`src/sv/d2ics_pkg.sv`:
```
// ----------------------------------------------------------------------------
// d2ics_pkg
// Shared opcodes and the command and status words between the controller
// and the datapath of the two-dimensional inverse-CDF sampler.
// ----------------------------------------------------------------------------
package d2ics_pkg;

    typedef enum logic [1:0] {
        OP_WR_WEIGHT = 2'd0,
        OP_WR_X      = 2'd1,
        OP_WR_Y      = 2'd2,
        OP_SAMPLE    = 2'd3
    } opcode_t;

    typedef enum logic [0:0] {
        CFG_ROWS_USED = 1'b0,
        CFG_COLS_USED = 1'b1
    } cfg_index_t;

    localparam int CFG_BITS  = 5;
    localparam int FRAC_BITS = 16;

    // Controller to datapath
    typedef struct packed {
        logic write;     // store a table write word
        logic start;     // latch the fractions, clear the scan
        logic row_scan;  // walk the table, build marginals
        logic mult;      // form uniform_y times the row marginal
        logic col_scan;  // walk the chosen row
        logic val_read;  // read the x and y value tables
        logic out_load;  // load the result registers
    } cmd_t;

    // Datapath to controller
    typedef struct packed {
        logic row_done;
        logic col_done;
    } status_t;

endpackage

```
`src/sv/d2ics_ctrl.sv`:
```
// ----------------------------------------------------------------------------
// d2ics_ctrl
// Sequencer for the sampler: accepts words, steps the datapath through the
// row scan, the product, the column scan and the value read, and holds the
// output valid flag.
// ----------------------------------------------------------------------------
module d2ics_ctrl (
    input  logic                clk,
    input  logic                rst_n,
    input  logic                in_valid,
    input  logic                in_is_sample,
    output logic                in_ready,
    output logic                out_valid,
    input  logic                out_ready,
    input  d2ics_pkg::status_t  status,
    output d2ics_pkg::cmd_t     cmd
);

    typedef enum logic [2:0] {
        S_IDLE,
        S_ROW,
        S_MUL,
        S_COL,
        S_VAL,
        S_OUT
    } state_t;

    state_t state_reg;
    state_t state_next;
    logic   out_valid_reg;
    logic   out_valid_next;
    logic   accept;
    logic   slot_free;

    assign in_ready  = (state_reg == S_IDLE);
    assign accept    = in_valid && in_ready;
    assign slot_free = !out_valid_reg || out_ready;

    always_comb
    begin
        cmd            = '0;
        state_next     = state_reg;
        out_valid_next = out_valid_reg && !out_ready;
        case (state_reg)
            S_IDLE:
            begin
                if (accept)
                begin
                    if (in_is_sample)
                    begin
                        cmd.start  = 1'b1;
                        state_next = S_ROW;
                    end
                    else
                    begin
                        cmd.write = 1'b1;
                    end
                end
            end
            S_ROW:
            begin
                cmd.row_scan = 1'b1;
                if (status.row_done)
                begin
                    state_next = S_MUL;
                end
            end
            S_MUL:
            begin
                cmd.mult   = 1'b1;
                state_next = S_COL;
            end
            S_COL:
            begin
                cmd.col_scan = 1'b1;
                if (status.col_done)
                begin
                    state_next = S_VAL;
                end
            end
            S_VAL:
            begin
                cmd.val_read = 1'b1;
                state_next   = S_OUT;
            end
            S_OUT:
            begin
                if (slot_free)
                begin
                    cmd.out_load   = 1'b1;
                    out_valid_next = 1'b1;
                    state_next     = S_IDLE;
                end
            end
            default:
            begin
                state_next = S_IDLE;
            end
        endcase
    end

    always_ff @(posedge clk or negedge rst_n)
    begin
        if (!rst_n)
        begin
            state_reg     <= S_IDLE;
            out_valid_reg <= 1'b0;
        end
        else
        begin
            state_reg     <= state_next;
            out_valid_reg <= out_valid_next;
        end
    end

    assign out_valid = out_valid_reg;

endmodule

```
`config.mk`:
```
export PLATFORM = sky130hd
export DESIGN_NAME = d2ics_ctrl
export DESIGN_NICKNAME = d
export VERILOG_FILES = /design/src/sv/d2ics_pkg.sv /design/src/sv/d2ics_ctrl.sv
export SDC_FILE = /design/constraint.sdc
export NUM_CORES = 1
export LEC_CHECK = 0
export BUFFER_PORTS_ARGS = -buffer_cell sky130_fd_sc_hd__buf_2
export CAP_MARGIN = 20
export CORE_AREA = 2 2 39 41
export DETAILED_ROUTE_END_ITERATION = 8
export DIE_AREA = 0 0 41 43
export SYNTH_ARGS = -nofsm -noshare
export SYNTH_HDL_FRONTEND = slang
export SYNTH_SLANG_ARGS = --single-unit
```
`constraint.sdc`:
```
create_clock -name clk -period 2.19 [get_ports clk]
set_input_delay 0.219 -clock clk [delete_from_list [all_inputs] [get_ports clk]]
set_output_delay 0.219 -clock clk [all_outputs]
set_load 0.01 [all_outputs]
```
==> results.md, run 1 <==
- Status: complete, no violations
- Area added between synthesis and finish: 40.8%
- Worst slew pin tran: 0.309 ns
- Proportion of power drawn by flip-flops and latches: 33.7%
- Final worst path period share: 70.1%
- I/O pin total: 16
- Final worst clock skew: 0.000650 ns
- Height of the die: 43 um
- Mean instance size in the synthesized netlist: 8.88 um2
- Combinational fraction of design power: 47.9%
- Cell at the slowest stage of the critical path: sky130_fd_sc_hd__dfrtp_1
- Worst slew slack as a fraction of its limit: 79.4%
- # hold bufs at CTS: 1
- FF-to-FF End: state_reg[0]
- Routed via count: 286
- Synth Cell Area: 267 um2
- Critical path fanouts, max: 8
- Type of element launching the critical path: flop
- Vias in the first global route: 265
- Wire length of the first global-routing pass: 1080 um
- Max-capacitance violation count: 0
- Dominant cells by area after synthesis: sky130_fd_sc_hd__dfrtp_1 (38%), sky130_fd_sc_hd__and3_1 (7.0%), sky130_fd_sc_hd__nand2_1 (7.0%)
- RSZ-0062 raised after global routing: no
- Placed instance count: 59
- Filler instances: 156
- Number of warnings issued by yosys: 0
- Post_cts resized: 0
- Number of flip-flops under the largest register name: 3
- Total of flip-flops plus latches after synthesis: 4
- Number of synthesized flops with an enable pin: 0
- Crit end category: output port
- Most area-hungry cell type in the Yosys netlist: sky130_fd_sc_hd__dfrtp_1
- Hold Path Depth: 3
- Proportion of power drawn by the clock network: 18.3%
- Buffer cell driving the clock tree root: sky130_fd_sc_hd__clkbuf_4
- Critical Path AT: 1.32 ns
- Count of distinct cell types in the synthesized netlist: 19
- Endpoint of the worst hold path: state_reg[1]
- Iteration count of the initial detailed-routing pass: 2
- Antenna cells: 0
- Setup fix buffers added after clock tree synthesis: 0
- VDD IR-drop max: 0.000502 V
- Portion of synthesized cell area occupied by the leading cell type: 37.6%
- Total clock buffers created by CTS: 3
- Slew Viols, Final: 0
- Site Rows: 14
- Number of port buffers: 15
- Routed wire per std cell: 9.48 um
- M1 wire length: 265 um
- Path depth of the worst reg2reg path: 3
- PwrDens: 1370 nW/um2
- Antenna Nets Post-Route: 0
- Largest net degree at the start of global routing: 11
- Hold Startpoint: status[1]
- Initial standard-cell utilization of the core: 19.3%
- Worst Path Required: 1.97 ns
- Avg Vias per Cell: 4.54
- Internal: 292 uW
- Sink count of the clock tree: 4
- Clock tree from TritonCTS: built
- Cell-by-cell listing of the critical path: nor2b_1, and3_1, buf_2
- Net Switching: 223 uW
- Starting DRT DRC Count: 3
- Worst hold margin: 0.256 ns
- Number of cells in the finished layout apart from fillers: 63
- Static power due to leakage: 0.000204 uW
- GRT overflow: 0
- Post-layout power: 516 uW
- List of most frequent post-synthesis cells: sky130_fd_sc_hd__nand2_1 (5), sky130_fd_sc_hd__dfrtp_1 (4), sky130_fd_sc_hd__and3_1 (3), sky130_fd_sc_hd__nor2_1 (3)
- Met3 routed wirelength: 76 um
- Kind of critical path: reg2out
- Setup Viol. Count Final: 0
- Post-synthesis sequential area ratio: 37.6%
- Utilization after layout: 27.1%
- Async set or reset register ratio after synthesis: 100%
- Reg clk slew, reported paths: 0.04 ns
- Total negative slack for setup checks: 0 ns
- Hold/Removal Path Class: in2reg
- Number of H-tree levels: 1
- Highest signal layer in the routed design: met4
- Tmin final: 1.53 ns
- Die Wd: 41 um
- Routability Congestion: 0.712
- Number of hold violations in the final report: 0
- Setup slack of the most critical reg-to-reg path: 1.00 ns
- Fraction of power spent switching nets: 43.3%
- Max Clk Rate: 652 MHz
- DIE AREA: 1760 um2
- Fraction of layout instances using a drive strength above 1: 42.6%
- Latest clock arrival within the worst-skew pair: 0.24 ns
- GRT Overall Usage: 10.1%
- Synthesized Nets: 37
- Met2 wire len: 228 um
- Antenna violations before repair: 0
- Clock Path Buffers: 2
- Top-count cell post-synth: sky130_fd_sc_hd__nand2_1
- Standard cell core area: 1380 um2
- Synthesized netlist cell count: 30
- Top FF cell, synth: sky130_fd_sc_hd__dfrtp_1
- Residual DRC count: 0
- Post-Route WL: 597 um
- Reg2Reg Launch Point: state_reg[1]
- Net count, final: 56
- Max stage delay on crit path: 0.48 ns
==> cell type report <==
type / count / area, um2 / share of cell area (%)
clock buffer: 3 / 22.5 / 6.00
inverter: 1 / 3.75 / 1.00
multi-input combinational: 23 / 144 / 38.3
sequential: 4 / 100 / 26.7
tap: 16 / 20.0 / 5.33
timing repair buffer: 16 / 85.1 / 22.7
==> worst max-delay path: cells and delay by family (launching register included) <==
kind	cells	cell delay [ns]
DFF	1	0.48
and+or+nand+nor	2	0.47
buffers and inverters	1	0.12
==> how the worst max path moves through the flow <==
stage,start,cells past startpoint,end,slack (ns)
floorplan,state_reg[1],4,cmd[6],0.95
global placement,state_reg[0],3,cmd[0],0.92
detailed placement,state_reg[0],3,cmd[0],0.92
CTS,state_reg[0],3,cmd[0],0.63
global route,state_reg[0],3,cmd[0],0.53
finish,state_reg[0],3,cmd[0],0.66
==> through the flow <==
step,area [um2],worst slack (ns)
after floorplan,267,0.950
after global placement,343,0.915
after detailed placement,343,0.917
after CTS,375,0.629
after global routing,375,0.533
final,375,0.656
==> layout by cell type (no fill, tap or decap) <==
| cell type | instances |
|---|---|
| sky130_fd_sc_hd__buf_2 | 15 |
| sky130_fd_sc_hd__nand2_1 | 5 |
| sky130_fd_sc_hd__dfrtp_1 | 4 |
| sky130_fd_sc_hd__nor2_1 | 3 |
| sky130_fd_sc_hd__and3_1 | 3 |
| sky130_fd_sc_hd__clkbuf_4 | 3 |
| sky130_fd_sc_hd__inv_1 | 1 |
| sky130_fd_sc_hd__nor2b_1 | 1 |
| sky130_fd_sc_hd__and2_1 | 1 |
| sky130_fd_sc_hd__nor3_2 | 1 |
| sky130_fd_sc_hd__nor3_1 | 1 |
| sky130_fd_sc_hd__nand2b_1 | 1 |
| sky130_fd_sc_hd__nor3b_1 | 1 |
| sky130_fd_sc_hd__a221o_1 | 1 |
| sky130_fd_sc_hd__a21boi_1 | 1 |
| sky130_fd_sc_hd__a221oi_2 | 1 |
| sky130_fd_sc_hd__a22oi_1 | 1 |
| sky130_fd_sc_hd__a211o_1 | 1 |
| sky130_fd_sc_hd__o21ai_0 | 1 |
| sky130_fd_sc_hd__dlygate4sd3_1 | 1 |
==> routing by layer <==
layer / vias up / GRT usage, %
met1: 126 / 10.8
met4: 0 / 8.00
met5: - / 0
met3: 5 / 7.85
li1: 140 / -
met2: 15 / 12.5
==> cells by family (layout without fill, tap and decap cells) <==
| kind of cell | count (synthesis) | count (layout) | synth area share, % |
|---|---|---|---|
| compound gates | 6 | 6 | 20.2 |
| flops | 4 | 4 | 37.6 |
| simple gates | 17 | 17 | 33.8 |
| buf+inv | 3 | 20 | 8.45 |
==> power by group through the flow <==
stage | combinational, uW | sequential [uW] | clock, uW
2_1_floorplan | 224 | 138 | 0
3_3_place_gp | 247 | 173 | 0
3_5_place_dp | 248 | 176 | 0
4_1_cts | 252 | 175 | 99.7
5_1_grt | 285 | 186 | 104
6_report | 247 | 174 | 94.5
Note: power is estimated with default switching activity, not from simulation.
==> run 2: changes to the inputs <==
==> constraint.sdc (replaced) <==
create_clock -name clk -period 1.3 [get_ports clk]
set_input_delay 0.13 -clock clk [delete_from_list [all_inputs] [get_ports clk]]
set_output_delay 0.13 -clock clk [all_outputs]
set_load 0.01 [all_outputs]
==> run 2 against run 1 <==
Against the previous run: the flow now finishes with violations (setup timing); sequential share of layout area decreased by 3.5 points; utilization increased by 5.2 points; via count increased by 5.6%; clock-buffer cell count unchanged; clock power increased by 66%; flip-flop and latch count unchanged; critical path type unchanged.
==> results.md, run 2 (same netlist as run 1, synthesis figures left out) <==
- Status: complete, but fails checks (was complete, no violations)
- Violated checks: setup timing
- Standard cell core area: 1380 um2 (unchanged)
- Fraction of layout instances using a drive strength above 1: 59.6% (was 42.6%)
- Avg Vias per Cell: 4.44 (was 4.54)
- VDD IR-drop max: 0.000887 V (was 0.000502 V)
- Vias in the first global route: 268 (was 265)
- Total negative slack for setup checks: -0.0238 ns (was 0 ns)
- Kind of critical path: reg2out (unchanged)
- Worst slew slack as a fraction of its limit: 85.8% (was 79.4%)
- Max-capacitance violation count: 0 (unchanged)
- Height of the die: 43 um (unchanged)
- Wire length of the first global-routing pass: 1160 um (was 1080 um)
- Antenna cells: 0 (unchanged)
- GRT overflow: 0 (unchanged)
- Endpoint of the worst hold path: state_reg[1] (unchanged)
- Net count, final: 61 (was 56)
- Antenna Nets Post-Route: 0 (unchanged)
- Crit end category: output port (unchanged)
- Hold/Removal Path Class: in2reg (unchanged)
- Site Rows: 14 (unchanged)
- Antenna violations before repair: 0 (unchanged)
- Tmin final: 1.32 ns
- Critical Path AT: 1.19 ns (was 1.32 ns)
- Setup Viol. Count Final: 3 (was 0)
- Reg clk slew, reported paths: 0.04 ns (about the same)
- Worst Path Required: 1.17 ns (was 1.97 ns)
- Final worst clock skew: 0.00232 ns (was 0.000650 ns)
- Largest net degree at the start of global routing: 11 (unchanged)
- Routed via count: 302 (was 286)
- DIE AREA: 1760 um2 (unchanged)
- Worst setup slack after layout: -0.0151 ns (was 0.656 ns)
- RSZ-0062 raised after global routing: yes (was no)
- Setup slack of the most critical reg-to-reg path: 0.05 ns (was 1.00 ns)
- Initial standard-cell utilization of the core: 19.3% (unchanged)
- GRT Overall Usage: 10.7% (was 10.1%)
- Clock tree from TritonCTS: built (unchanged)
- FF-to-FF End: state_reg[0] (unchanged)
- Total clock buffers created by CTS: 3 (unchanged)
- Final worst path period share: 101%
- Routability Congestion: 0.711 (was 0.712)
- Post-Route WL: 707 um (was 597 um)
- Most used cells in the layout excluding fill and tap cells: sky130_fd_sc_hd__buf_2 (14), sky130_fd_sc_hd__nand2_1 (5), sky130_fd_sc_hd__buf_4 (4) (was sky130_fd_sc_hd__buf_2 (15), sky130_fd_sc_hd__nand2_1 (5), sky130_fd_sc_hd__dfrtp_1 (4))
- Type of element launching the critical path: flop (unchanged)
- Hold Startpoint: status[1] (unchanged)
- Static power due to leakage: 0.000239 uW (was 0.000204 uW)
- PwrDens: 2470 nW/um2 (was 1370 nW/um2)
- DP Worst Slack: 0.112 ns (was 0.917 ns)
- Latest clock arrival within the worst-skew pair: 0.24 ns (about the same)
- Number of hold violations in the final report: 0 (unchanged)
- Starting DRT DRC Count: 1 (was 3)
- Utilization after layout: 32.4% (was 27.1%)
- Worst slew pin tran: 0.213 ns (was 0.309 ns)
- Area added between synthesis and finish: 68.1% (was 40.8%)
- Die Wd: 41 um (unchanged)
- Residual DRC count: 0 (unchanged)
- Path depth of the worst reg2reg path: 3 (unchanged)
- Buffer cell driving the clock tree root: sky130_fd_sc_hd__clkbuf_4 (unchanged)
- I/O pin total: 16 (unchanged)
- Reg2Reg Launch Point: state_reg[1] (unchanged)
- Max Clk Rate: 760 MHz
- Clock Path Buffers: 2 (unchanged)
- Number of H-tree levels: 1 (unchanged)
- Critical path fanouts, max: 5 (was 8)
- Hold Path Depth: 3 (unchanged)
- HPWL after DPL: 462 um
- Commonest non-fill, non-tap cell in the layout: sky130_fd_sc_hd__buf_2 (unchanged)
- Iteration count of the initial detailed-routing pass: 4 (was 2)
- Worst hold margin: 0.173 ns (was 0.256 ns)
- Slew Viols, Final: 0 (unchanged)
- Number of port buffers: 15 (unchanged)
- Number of flip-flops under the largest register name: 3 (unchanged)
- Sink count of the clock tree: 4 (unchanged)
- Routed wire per std cell: 10.4 um (was 9.48 um)
-- run 2: changes by cell type in the layout (fill, tap and decap cells not counted), moves of 2 or more --
cell                      delta
sky130_fd_sc_hd__buf_6       +2
sky130_fd_sc_hd__dfrtp_1     -3
sky130_fd_sc_hd__dfrtp_2     +3
sky130_fd_sc_hd__buf_4       +4
-- run 2: power by group --
part	internal (uW)	switching (uW)	leakage [uW]
clock network	103	53.8	0.0000138
logic	368	280	0.000177
registers	191	109	0.0000472
-- run 2: per-stage QoR --
| stage | cells | power (uW) | instance area (um2) |
|---|---|---|---|
| 3_3_place_gp | 59 | 709 | 343 |
| 5_1_grt | 68 | 1230 | 448 |
| 6_report | 68 | 1110 | 448 |
| 2_1_floorplan | 30 | 609 | 267 |
| 4_1_cts | 65 | 969 | 403 |
| 3_5_place_dp | 59 | 715 | 343 |
-- run 2: worst max-delay path by stage --
| stage | slack (ns) | end | startpoint |
|---|---|---|---|
| 2_1_floorplan | 0.14 | state_reg[0] | state_reg[1] |
| 3_3_place_gp | 0.11 | cmd[0] | state_reg[0] |
| 3_5_place_dp | 0.11 | state_reg[0] | state_reg[1] |
| 4_1_cts | -0.04 | cmd[5] | state_reg[0] |
| 5_1_grt | -0.13 | cmd[6] | state_reg[2] |
| 6_report | -0.02 | cmd[1] | state_reg[0] |
-- run 2: repair_timing --
action                                  in CTS  in global routing
setup buffers                                2                  3
hold buffers                                 1                  0
endpoints found under the setup margin       6                  8
pin swaps                                    3                  1
gates cloned                                 0                  0
gates resized for setup                      5                  6
endpoints found under the hold margin        4                  0
-- run 2: routing by layer --
layer	vias to the layer above	track usage [%]	wire, um
li1	150	-	-
met1	133	13.7	291
met2	19	11.6	325
met3	0	9.42	89
met4	0	6.00	0
met5	-	0	0
-- run 2: worst max-delay path, stage by stage (launching register included) --
cell                      delay, ns
sky130_fd_sc_hd__dfrtp_2       0.44
sky130_fd_sc_hd__buf_4         0.16
sky130_fd_sc_hd__nor3_2        0.18
sky130_fd_sc_hd__buf_2         0.16
-- run 2: final cells by class --
| cell class | instances | area, um2 |
|---|---|---|
| well taps | 16 | 20.0 |
| multi-input cells | 23 | 165 |
| clock buffers | 3 | 22.5 |
| inverters | 1 | 3.75 |
| fillers | 157 | 936 |
| repair buffers | 21 | 133 |
| flip-flops and latches | 4 | 104 |
